===== src/hdl/rfl_pkg.sv =====
// package for the ring free-list allocator
// holds pool size, derived widths, request codes and the result record; no dependencies
package rfl_pkg;

  // pool size and the widths of pointers, indices and counters
  localparam int BUFFERS = 16;
  localparam int PTR_W   = $clog2(BUFFERS);
  localparam int IDX_W   = 4;
  localparam int CNT_W   = $clog2(BUFFERS + 1);
  localparam int CORR_W  = 16;

  // request codes
  typedef enum logic {
    OP_ALLOC   = 1'b0,
    OP_RELEASE = 1'b1
  } op_t;

  // result of one request
  typedef struct packed {
    logic              ok;
    logic [IDX_W-1:0]  buffer_index;
    logic [CNT_W-1:0]  free_count;
    logic [CORR_W-1:0] corrupt_count;
  } res_t;

endpackage


===== src/hdl/rfl_ring.sv =====
// slot ring with take/return pointers and the dropped-release counter
// computes one request's result and updates the ring; depends on rfl_pkg
module rfl_ring (
  input  logic                      clk,
  input  logic                      rst_n,
  input  logic                      exec,
  input  logic                      op,
  input  logic [rfl_pkg::IDX_W-1:0] rel_index,
  output rfl_pkg::res_t             res
);
  import rfl_pkg::*;

  localparam logic [PTR_W-1:0] LAST_PTR  = PTR_W'(BUFFERS - 1);
  localparam logic [CNT_W-1:0] FULL_CNT  = CNT_W'(BUFFERS);
  localparam logic [CORR_W-1:0] CORR_MAX = '1;

  logic [IDX_W-1:0]   slot_idx_r [BUFFERS];
  logic [BUFFERS-1:0] slot_full_r, slot_full_nxt;
  logic [PTR_W-1:0]   take_r, take_nxt;
  logic [PTR_W-1:0]   ret_r, ret_nxt;
  logic [CORR_W-1:0]  corr_r, corr_nxt;
  logic               do_alloc, do_store;
  logic [CNT_W-1:0]   free_cnt;

  // request decode against current ring state
  always_comb begin
    do_alloc      = (op_t'(op) == OP_ALLOC) && slot_full_r[take_r];
    do_store      = (op_t'(op) == OP_RELEASE) && !slot_full_r[ret_r];
    slot_full_nxt = slot_full_r;
    take_nxt      = take_r;
    ret_nxt       = ret_r;
    corr_nxt      = corr_r;
    if (do_alloc) begin
      slot_full_nxt[take_r] = 1'b0;
      take_nxt = (take_r == LAST_PTR) ? '0 : take_r + 1'b1;
    end
    if (do_store) begin
      slot_full_nxt[ret_r] = 1'b1;
      ret_nxt = (ret_r == LAST_PTR) ? '0 : ret_r + 1'b1;
    end
    if ((op_t'(op) == OP_RELEASE) && !do_store && (corr_r != CORR_MAX)) begin
      corr_nxt = corr_r + 1'b1;
    end
  end

  // free count from the updated pointers
  always_comb begin
    priority if (take_nxt < ret_nxt) begin
      free_cnt = CNT_W'(ret_nxt) - CNT_W'(take_nxt);
    end else if (take_nxt > ret_nxt) begin
      free_cnt = FULL_CNT - CNT_W'(take_nxt) + CNT_W'(ret_nxt);
    end else begin
      free_cnt = slot_full_nxt[take_nxt] ? FULL_CNT : '0;
    end
  end

  // result record
  always_comb begin
    res.ok            = do_alloc || do_store;
    res.buffer_index  = do_alloc ? slot_idx_r[take_r] : '0;
    res.free_count    = free_cnt;
    res.corrupt_count = corr_nxt;
  end

  // ring state update
  always_ff @(posedge clk) begin
    if (!rst_n) begin
      for (int i = 0; i < BUFFERS; i++) begin
        slot_idx_r[i] <= IDX_W'(i);
      end
      slot_full_r <= '1;
      take_r      <= '0;
      ret_r       <= '0;
      corr_r      <= '0;
    end else if (exec) begin
      if (do_store) begin
        slot_idx_r[ret_r] <= rel_index;
      end
      slot_full_r <= slot_full_nxt;
      take_r      <= take_nxt;
      ret_r       <= ret_nxt;
      corr_r      <= corr_nxt;
    end
  end

endmodule


===== src/hdl/ring_free_list_allocator.sv =====
// top level of the ring free-list allocator
// input register, ring core and result register; depends on rfl_pkg and rfl_ring
//
//   channel   direction  ports                                         handshake
//   in_       input      op, release_index                             valid / stall
//   out_      output     ok, buffer_index, free_count, corrupt_count   valid / stall
//
// one request per cycle sustained while out_stall is low; request and result are registered
// the single-pass ring update between the input and result registers sets the rate
// reset (synchronous, active low) empties both registers and puts buffer i in slot i
// an output stall holds the result register and, once the input register is also
// full, stalls the input; stall on the input follows out_stall in the same cycle
module ring_free_list_allocator (
  input  logic                       clk,
  input  logic                       rst_n,
  input  logic                       in_valid,
  output logic                       in_stall,
  input  logic                       in_op,
  input  logic [rfl_pkg::IDX_W-1:0]  in_release_index,
  output logic                       out_valid,
  input  logic                       out_stall,
  output logic                       out_ok,
  output logic [rfl_pkg::IDX_W-1:0]  out_buffer_index,
  output logic [rfl_pkg::CNT_W-1:0]  out_free_count,
  output logic [rfl_pkg::CORR_W-1:0] out_corrupt_count
);
  import rfl_pkg::*;

  logic             in_valid_r;
  logic             op_r;
  logic [IDX_W-1:0] rel_r;
  logic             out_valid_r;
  res_t             res_r;
  res_t             res;
  logic             advance;
  logic             in_load;

  // request moves into the result register when that slot frees up
  assign advance  = in_valid_r && (!out_valid_r || !out_stall);
  assign in_load  = !in_valid_r || advance;
  assign in_stall = !in_load;

  // input register
  always_ff @(posedge clk) begin
    if (!rst_n) begin
      in_valid_r <= 1'b0;
    end else if (in_load) begin
      in_valid_r <= in_valid;
    end
  end

  always_ff @(posedge clk) begin
    if (in_load && in_valid) begin
      op_r  <= in_op;
      rel_r <= in_release_index;
    end
  end

  // ring core
  rfl_ring u_ring (
    .clk       (clk),
    .rst_n     (rst_n),
    .exec      (advance),
    .op        (op_r),
    .rel_index (rel_r),
    .res       (res)
  );

  // result register
  always_ff @(posedge clk) begin
    if (!rst_n) begin
      out_valid_r <= 1'b0;
      res_r       <= '0;
    end else if (advance) begin
      out_valid_r <= 1'b1;
      res_r       <= res;
    end else if (!out_stall) begin
      out_valid_r <= 1'b0;
    end
  end

  assign out_valid         = out_valid_r;
  assign out_ok            = res_r.ok;
  assign out_buffer_index  = res_r.buffer_index;
  assign out_free_count    = res_r.free_count;
  assign out_corrupt_count = res_r.corrupt_count;

endmodule


===== config.mk =====
export PLATFORM = sky130hd
export DESIGN_NAME = ring_free_list_allocator
export DESIGN_NICKNAME = d
export VERILOG_FILES = /design/src/hdl/rfl_pkg.sv /design/src/hdl/rfl_ring.sv /design/src/hdl/ring_free_list_allocator.sv
export SDC_FILE = /design/constraint.sdc
export NUM_CORES = 1
export LEC_CHECK = 0
export ABC_AREA = 1
export BUFFER_PORTS_ARGS = -buffer_cell sky130_fd_sc_hd__buf_4
export CORE_ASPECT_RATIO = 1.2
export CORE_MARGIN = 8
export CORE_UTILIZATION = 37
export DETAILED_ROUTE_END_ITERATION = 16
export REMOVE_ABC_BUFFERS = 1
export SLEW_MARGIN = 30
export SYNTH_ARGS = -nofsm -noshare
export SYNTH_HDL_FRONTEND = slang
export SYNTH_SLANG_ARGS = --single-unit

===== constraint.sdc =====
create_clock -name clk -period 2.58 [get_ports clk]
set_input_delay 0.516 -clock clk [delete_from_list [all_inputs] [get_ports clk]]
set_output_delay 0.516 -clock clk [all_outputs]
set_load 0.05 [all_outputs]

==> Yosys cells after proc, flatten, opt, wreduce, memory -nomap -nowiden <==
Memories as Yosys holds them, arrays and structs flattened. A register that Yosys moved wholly into a read port is not among the register bits.
Cells that the tools add are included.
{ "op_classes": {"n_reduce_logical": 19, "bitwise_logic": 4, "shift": 0, "mux": 32, "addsub": 6, "div": 0, "eq_ne": 4, "magnitude_cmp": 7, "multipliers": 0} }
{ "ops": {"columns": ["operator", "count"], "rows": [
  ["2-to-1 mux 4 bit", 9],
  ["2-to-1 mux 16 bit", 2],
  ["adder 16 x 1 -> 16 bit (second input constant)", 1],
  ["AND 16 bit", 1],
  ["!= test 16 bit (second input constant)", 1],
  ["NOT 16 bit", 1],
  ["bitwise OR 16 bit", 1],
  ["< comparator 4 x 5 -> 1 bit (second input constant)", 3],
  ["2-to-1 mux 5 bit", 3],
  ["2-to-1 mux 1 bit", 13],
  ["binary-select mux 1 bit (select 4 bit)", 3],
  ["adder 4 x 1 -> 4 bit (second input constant)", 2],
  ["demux 1 bit (select 4 bit)", 2],
  ["equality test 4 bit (second input constant)", 2],
  ["greater-or-equal comparator 4 x 1 -> 1 bit (second input constant)", 2],
  ["logical AND 1 bit", 8],
  ["zero test 1 bit", 6],
  ["adder 5 x 4 -> 5 bit", 1],
  ["subtractor 4 x 4 -> 5 bit", 1],
  ["subtractor 5 x 4 -> 5 bit (first input constant)", 1],
  ["> comparator 4 bit", 1],
  ["< comparator 4 bit", 1],
  ["OR reduction 4 bit", 1],
  ["logical OR 1 bit", 3],
  ["3 further kinds", 3]
]} }
{ "word_totals": {"in_bits": 9, "output_inout_bits": 28, "ram_bits": 64, "memories": 1, "mem_bits_ro": 0, "latch_bits": 0, "register_bits": 57, "wordCells": 84} }
{ "mem_list": {"columns": ["memory", "depth", "word_bits", "rd", "rd_ports_with_merged_regs", "write_ports", "line_no", "rtl"], "rows": [
  ["u_ring.slot_idx_r", 16, 4, 1, 1, 16, "rfl_ring.sv:17", "logic [IDX_W-1:0] slot_idx_r [BUFFERS];"]
]} }

==> Longest topological paths before layout <==
{ "logic_depth": {"depth_word": 14, "depth_mapped": 25, "depth_no_buf": 22} }

==> By module <==
From an unflattened synthesis, not the netlist that was laid out.
{ "unflattened": {"cells_unflattened": 1080, "area_unflattened_um2": 8076.5} }
{ "modules_own_cells": {"columns": ["module", "area_per_inst_um2", "cells_each", "seq_area_each_um2", "instances"], "rows": [
  ["rfl_ring", 6591.3, 892, 2802.7, 1],
  ["ring_free_list_allocator", 1485.2, 188, 710.7, 1]
]} }

==> Least setup slack after synthesis <==
OpenSTA, ideal clock, no wires.
{ "synth_timing": {"kind": "register to register", "start": "reg u_ring.ret_r[0]", "end": "reg res_r, in the netlist out_free_count[1]", "arrival_time_ps": 2551, "setup_slack_ps": -45, "t_required_ps": 2506, "setup_time_ps": 74, "n_path_buf": 2, "period_less_slack_ps": 2625, "stages_incl_launch_ff": 21, "path_cell_list": "dfxtp_1 -> buf_6 -> inv_6 -> buf_8 -> nand2_2 -> nand3_1 -> nand2_1 -> nand2_2 -> nand2_4 -> nor2_4 -> nand2_2 -> nor2_1 -> xor2_1 -> inv_1 -> ha_1 -> a21oi_1 -> nor2_1 -> nor2_1 -> nand2_2 -> or2_1 -> a31oi_1"} }
{ "synth_via": {"elab_chain_cells": 8, "elab_cells_between_ends": 14} }
{ "synth_rtl": {"columns": ["item", "line_no", "rtl"], "rows": [
  ["from (decl)", "rfl_ring.sv:20", "logic [PTR_W-1:0] ret_r, ret_nxt;"],
  ["from (signal assigned)", "rfl_ring.sv:81", "ret_r <= ret_nxt;"],
  ["binary-select mux 1 bit (select 4 bit)", "rfl_ring.sv:28", "do_store = (op_t'(op) == OP_RELEASE) && !slot_full_r[ret_r];"],
  ["2-to-1 mux 1 bit (implied by the code)", "rfl_ring.sv:28", null],
  ["zero test 1 bit", "rfl_ring.sv:28", null],
  ["logical AND 1 bit", "rfl_ring.sv:28", null],
  ["2-to-1 mux 4 bit *", "rfl_ring.sv:37", "if (do_store) begin"],
  ["net u_ring.ret_nxt[2]", "rfl_ring.sv:20", null],
  ["> comparator 4 bit", "rfl_ring.sv:50", "end else if (take_nxt > ret_nxt) begin"],
  ["2-to-1 mux 5 bit", "rfl_ring.sv:50", null],
  ["2-to-1 mux 5 bit *", "rfl_ring.sv:48", "priority if (take_nxt < ret_nxt) begin"],
  ["to (signal assigned)", "ring_free_list_allocator.sv:76", "res_r <= res;"],
  ["to (decl)", "ring_free_list_allocator.sv:33", "res_t res_r;"]
]} }
The timed path passes the listed nets; every way through them passes the cells marked *. The select of a mux whose other input is x is not followed.
A chain may end at the register's enable or synchronous reset.

==> Worst setup path in the final report <==
Ends and elaborated chain as after synthesis.

==> results.cfg <==
[logic_synthesis]
synth_largest_area_cell = edfxtp_1
synthesis.area_sq_mm = 0.00707
yosysMostFrequentCell = nand2_1
synthDistinctLibCells = 48
yosys_warnings = 0
synth-main-ff-cell = edfxtp_1
synthTopCellsByArea = edfxtp_1 29%, dfxtp_1 16%, nand2_1 10%, nand3_1 7.0%, inv_1 6.7%
postSynthCellCount = 910
synth_area_per_cell_sq_um = 7.77
synth-seq-cells = 125
synthArstFlopShare_pct = 0
synth_edf_count = 69
synth_commonest_cells = 197 x nand2_1, 126 x inv_1, 99 x nand3_1
synth_top_area_share_pct = 29.3
ys_seq_area_share_pct = 45.2

[setup_path]
arrival_ps = 2910
cp-start-kind = register
ff2ff_path_depth = 18
cpMaxStageDelayCell = dfxtp_4
crit_required_ps = 2920
crit_chain = buf_6, nand2_1, nand3_1, nand2_1, nand2_2, nand2_4, nor2_4, nand2_4, nor2_4, xor2_2, inv_2, ha_4, a21oi_2, nor2_1, nor2_1, nand2_2, or2_1, a31oi_1
worstSetupPathType = reg2reg
ff2ff_setup_slack_ps = 10
slowest_delay_ps = 410
cp_max_fo = 6
crit_path_end_kind = register
timing.rr.start = u_ring.ret_r[0]$_SDFFE_PN0P_
r2r_end = out_free_count[1]$_SDFFE_PN0P_

[timing]
setup_viol = 0
period_minus_slack_ps = 2570
slew_viol_final = 0
worst_pin_slew_ps = 709
finalHoldViolations = 0
fin_skew_ps = 9.53
whs_ps = 272
relSlewSlack_pct = 52.7
rsz0062_at_grt = true
period_share_pct = 99.5
clock.fmax_ghz = 0.390

[global_routing]
grt_usage_pct = 16.3
grt_pass1_vias = 6217
grt_pass1_wl_um = 30700
overflow = 0
antenna_found_initial = 0
grt_max_degree = 56

[power_and_ir_drop]
power_frac_clock_pct = 40.9
p_sw_uw = 1720
switching_share_pct = 29.6
p_total_uw = 5820
p_leak_uw = 0.00382
ir_drop_uv = 449
pwr-share-seq_pct = 38.3
power_density_mw_per_mm2 = 652
p_int_uw = 4100
pwr-share-comb_pct = 20.9

[job]
timing.max_cap.violations = 0

[clock_network]
cts_made_buffers = 17
clkLatencyLatePin_ps = 420
path_clk_slew_ps = 60
cts_tree = yes
max-clock-path-buffers = 2
root_buffer = clkbuf_16
htreeDepth = 4
clock_sinks = 125

[finish]
area_growth_pct = 26.3
stdcell_area_sq_mm = 0.00892
fillers = 1840
multiInputGateArea_sq_mm = 0.00328
nNetsFinal = 1047
n_antenna_cell = 0
ff_latch_area_sq_mm = 0.00320
drive_above_1_share_pct = 23.7
final_util_pct = 47.5

[placement]
post_dp_cell_area_sq_mm = 0.00809
gp_congestion = 0.945
dp_hpwl_um = 13800
io_buffers = 36

[floorplanning]
core_sq_mm = 0.0188
fp-row-count = 55
ios = 37
dieArea_sq_mm = 0.0238
die_h_um = 167
die_x_um = 142
start_util_pct = 37.6

[min_path]
hold_path_depth = 1
holdPathEnd = rel_r[2]$_DFFE_PP_
hold_path_class = in2reg
hold_start = in_release_index[2]

[routing]
drc = 0
drt-vias-per-instance = 4.82
dr.pass1.iters = 6
drt_first_iter_violations = 491
antenna_left = 0
wl_per_cell_um = 14.6
vias = 6232
drt-total-wl_um = 18900

[status]
status = complete, no violations
-- sequential cells by signal, summed over array words and instances (netlist names), 4 cells and up, named ones only --
| register | flops |
|---|---|
| rel_r | 4 |
| u_ring.take_r | 4 |
| u_ring.slot_idx_r | 64 |
| u_ring.corr_r | 16 |
| u_ring.ret_r | 4 |
| out_free_count | 5 |
| u_ring.slot_full_r | 16 |
| out_buffer_index | 4 |
-- routing by layer --
layer	routed length [um]	vias to the layer above	global-route usage (%)
li1	-	3182	-
met1	7850	2854	18.2
met2	9630	144	28.5
met3	679	52	2.87
met4	746	0	9.36
met5	0	-	0
-- per-stage QoR --
step / std cells / setup TNS (ps) / setup WS [ps]
floorplan: 875 / -30750 / -448
global route: 1293 / -1290 / -185
detailed placement: 1248 / -497 / -168
global placement: 1248 / -337 / -132
CTS: 1280 / -21.3 / -21.3
finish: 1293 / 0 / 12.9
-- kinds of logic after synthesis --
logic type / synth area share, %
compound gates: 10.0
xor+xnor: 0.496
fa+ha+maj: 2.59
buf+inv: 10.0
flops: 45.2
mux: 2.30
simple gates: 29.4
-- cells in the final DEF (no fill, tap or decap), types with 4 or more instances in the layout --
master	count
ha_1	10
a21oi_1	59
nor2_1	86
dfxtp_1	53
nand2_4	8
nor3_1	7
clkbuf_16	17
edfxtp_1	69
nand3_2	4
inv_6	4
nand2_2	17
nand3b_1	4
clkinvlp_4	5
nand3_1	98
inv_2	15
buf_4	125
inv_1	116
nand2_1	196
nor2_4	6
mux2i_1	14
o21ai_0	62
nor2_2	7
buf_6	4
-- critical path: cells and delay by family, from the launching register on --
kind	cells	cell delay [ps]
AND/OR/NAND/NOR	12	1190
AO/OA/AOI/OAI	2	260
adder cells (fa/ha/maj)	1	250
buffers and inverters	2	210
flip-flops	1	410
XOR/XNOR	1	190
-- worst max path at each step --
stage	from	to	slack (ps)	cells after the start
CTS	u_ring.take_r[0]$_SDFFE_PN0P_	out_free_count[4]$_SDFFE_PN0P_	-20	20
global route	u_ring.ret_r[0]$_SDFFE_PN0P_	out_free_count[4]$_SDFFE_PN0P_	-180	19
finish	u_ring.ret_r[0]$_SDFFE_PN0P_	out_free_count[1]$_SDFFE_PN0P_	10	18
global placement	u_ring.ret_r[0]$_SDFFE_PN0P_	out_free_count[4]$_SDFFE_PN0P_	-130	18
floorplan	out_valid$_SDFFE_PN0P_	u_ring.slot_idx_r[15][0]$_SDFFCE_PN1P_	-450	7
detailed placement	u_ring.ret_r[0]$_SDFFE_PN0P_	out_free_count[4]$_SDFFE_PN0P_	-170	18
-- final cells by class --
type,instances,share of cell area (%)
clock buffers,19,4.96
clock inverters,13,1.57
inverters,136,6.06
multi-input cells,614,36.8
flip-flops and latches,125,35.9
well taps,256,3.59
repair buffers,130,11.2
-- power groups by stage --
stage	clock (uW)	combinational [uW]	sequential, uW
2_1_floorplan	0	604	2320
3_3_place_gp	0	1080	2260
3_5_place_dp	0	1080	2270
4_1_cts	2430	1090	2230
5_1_grt	2490	1330	2240
6_report	2380	1210	2230
-- repair_timing --
action / in CTS / in global routing
gates cloned: 0 / 0
endpoints found under the setup margin: 4 / 8
setup buffers: 0 / 13
resized for setup: 8 / 41
hold buffers: 0 / 0
pin swaps: 1 / 20
No activity file was read; power rests on OpenSTA's default activity.
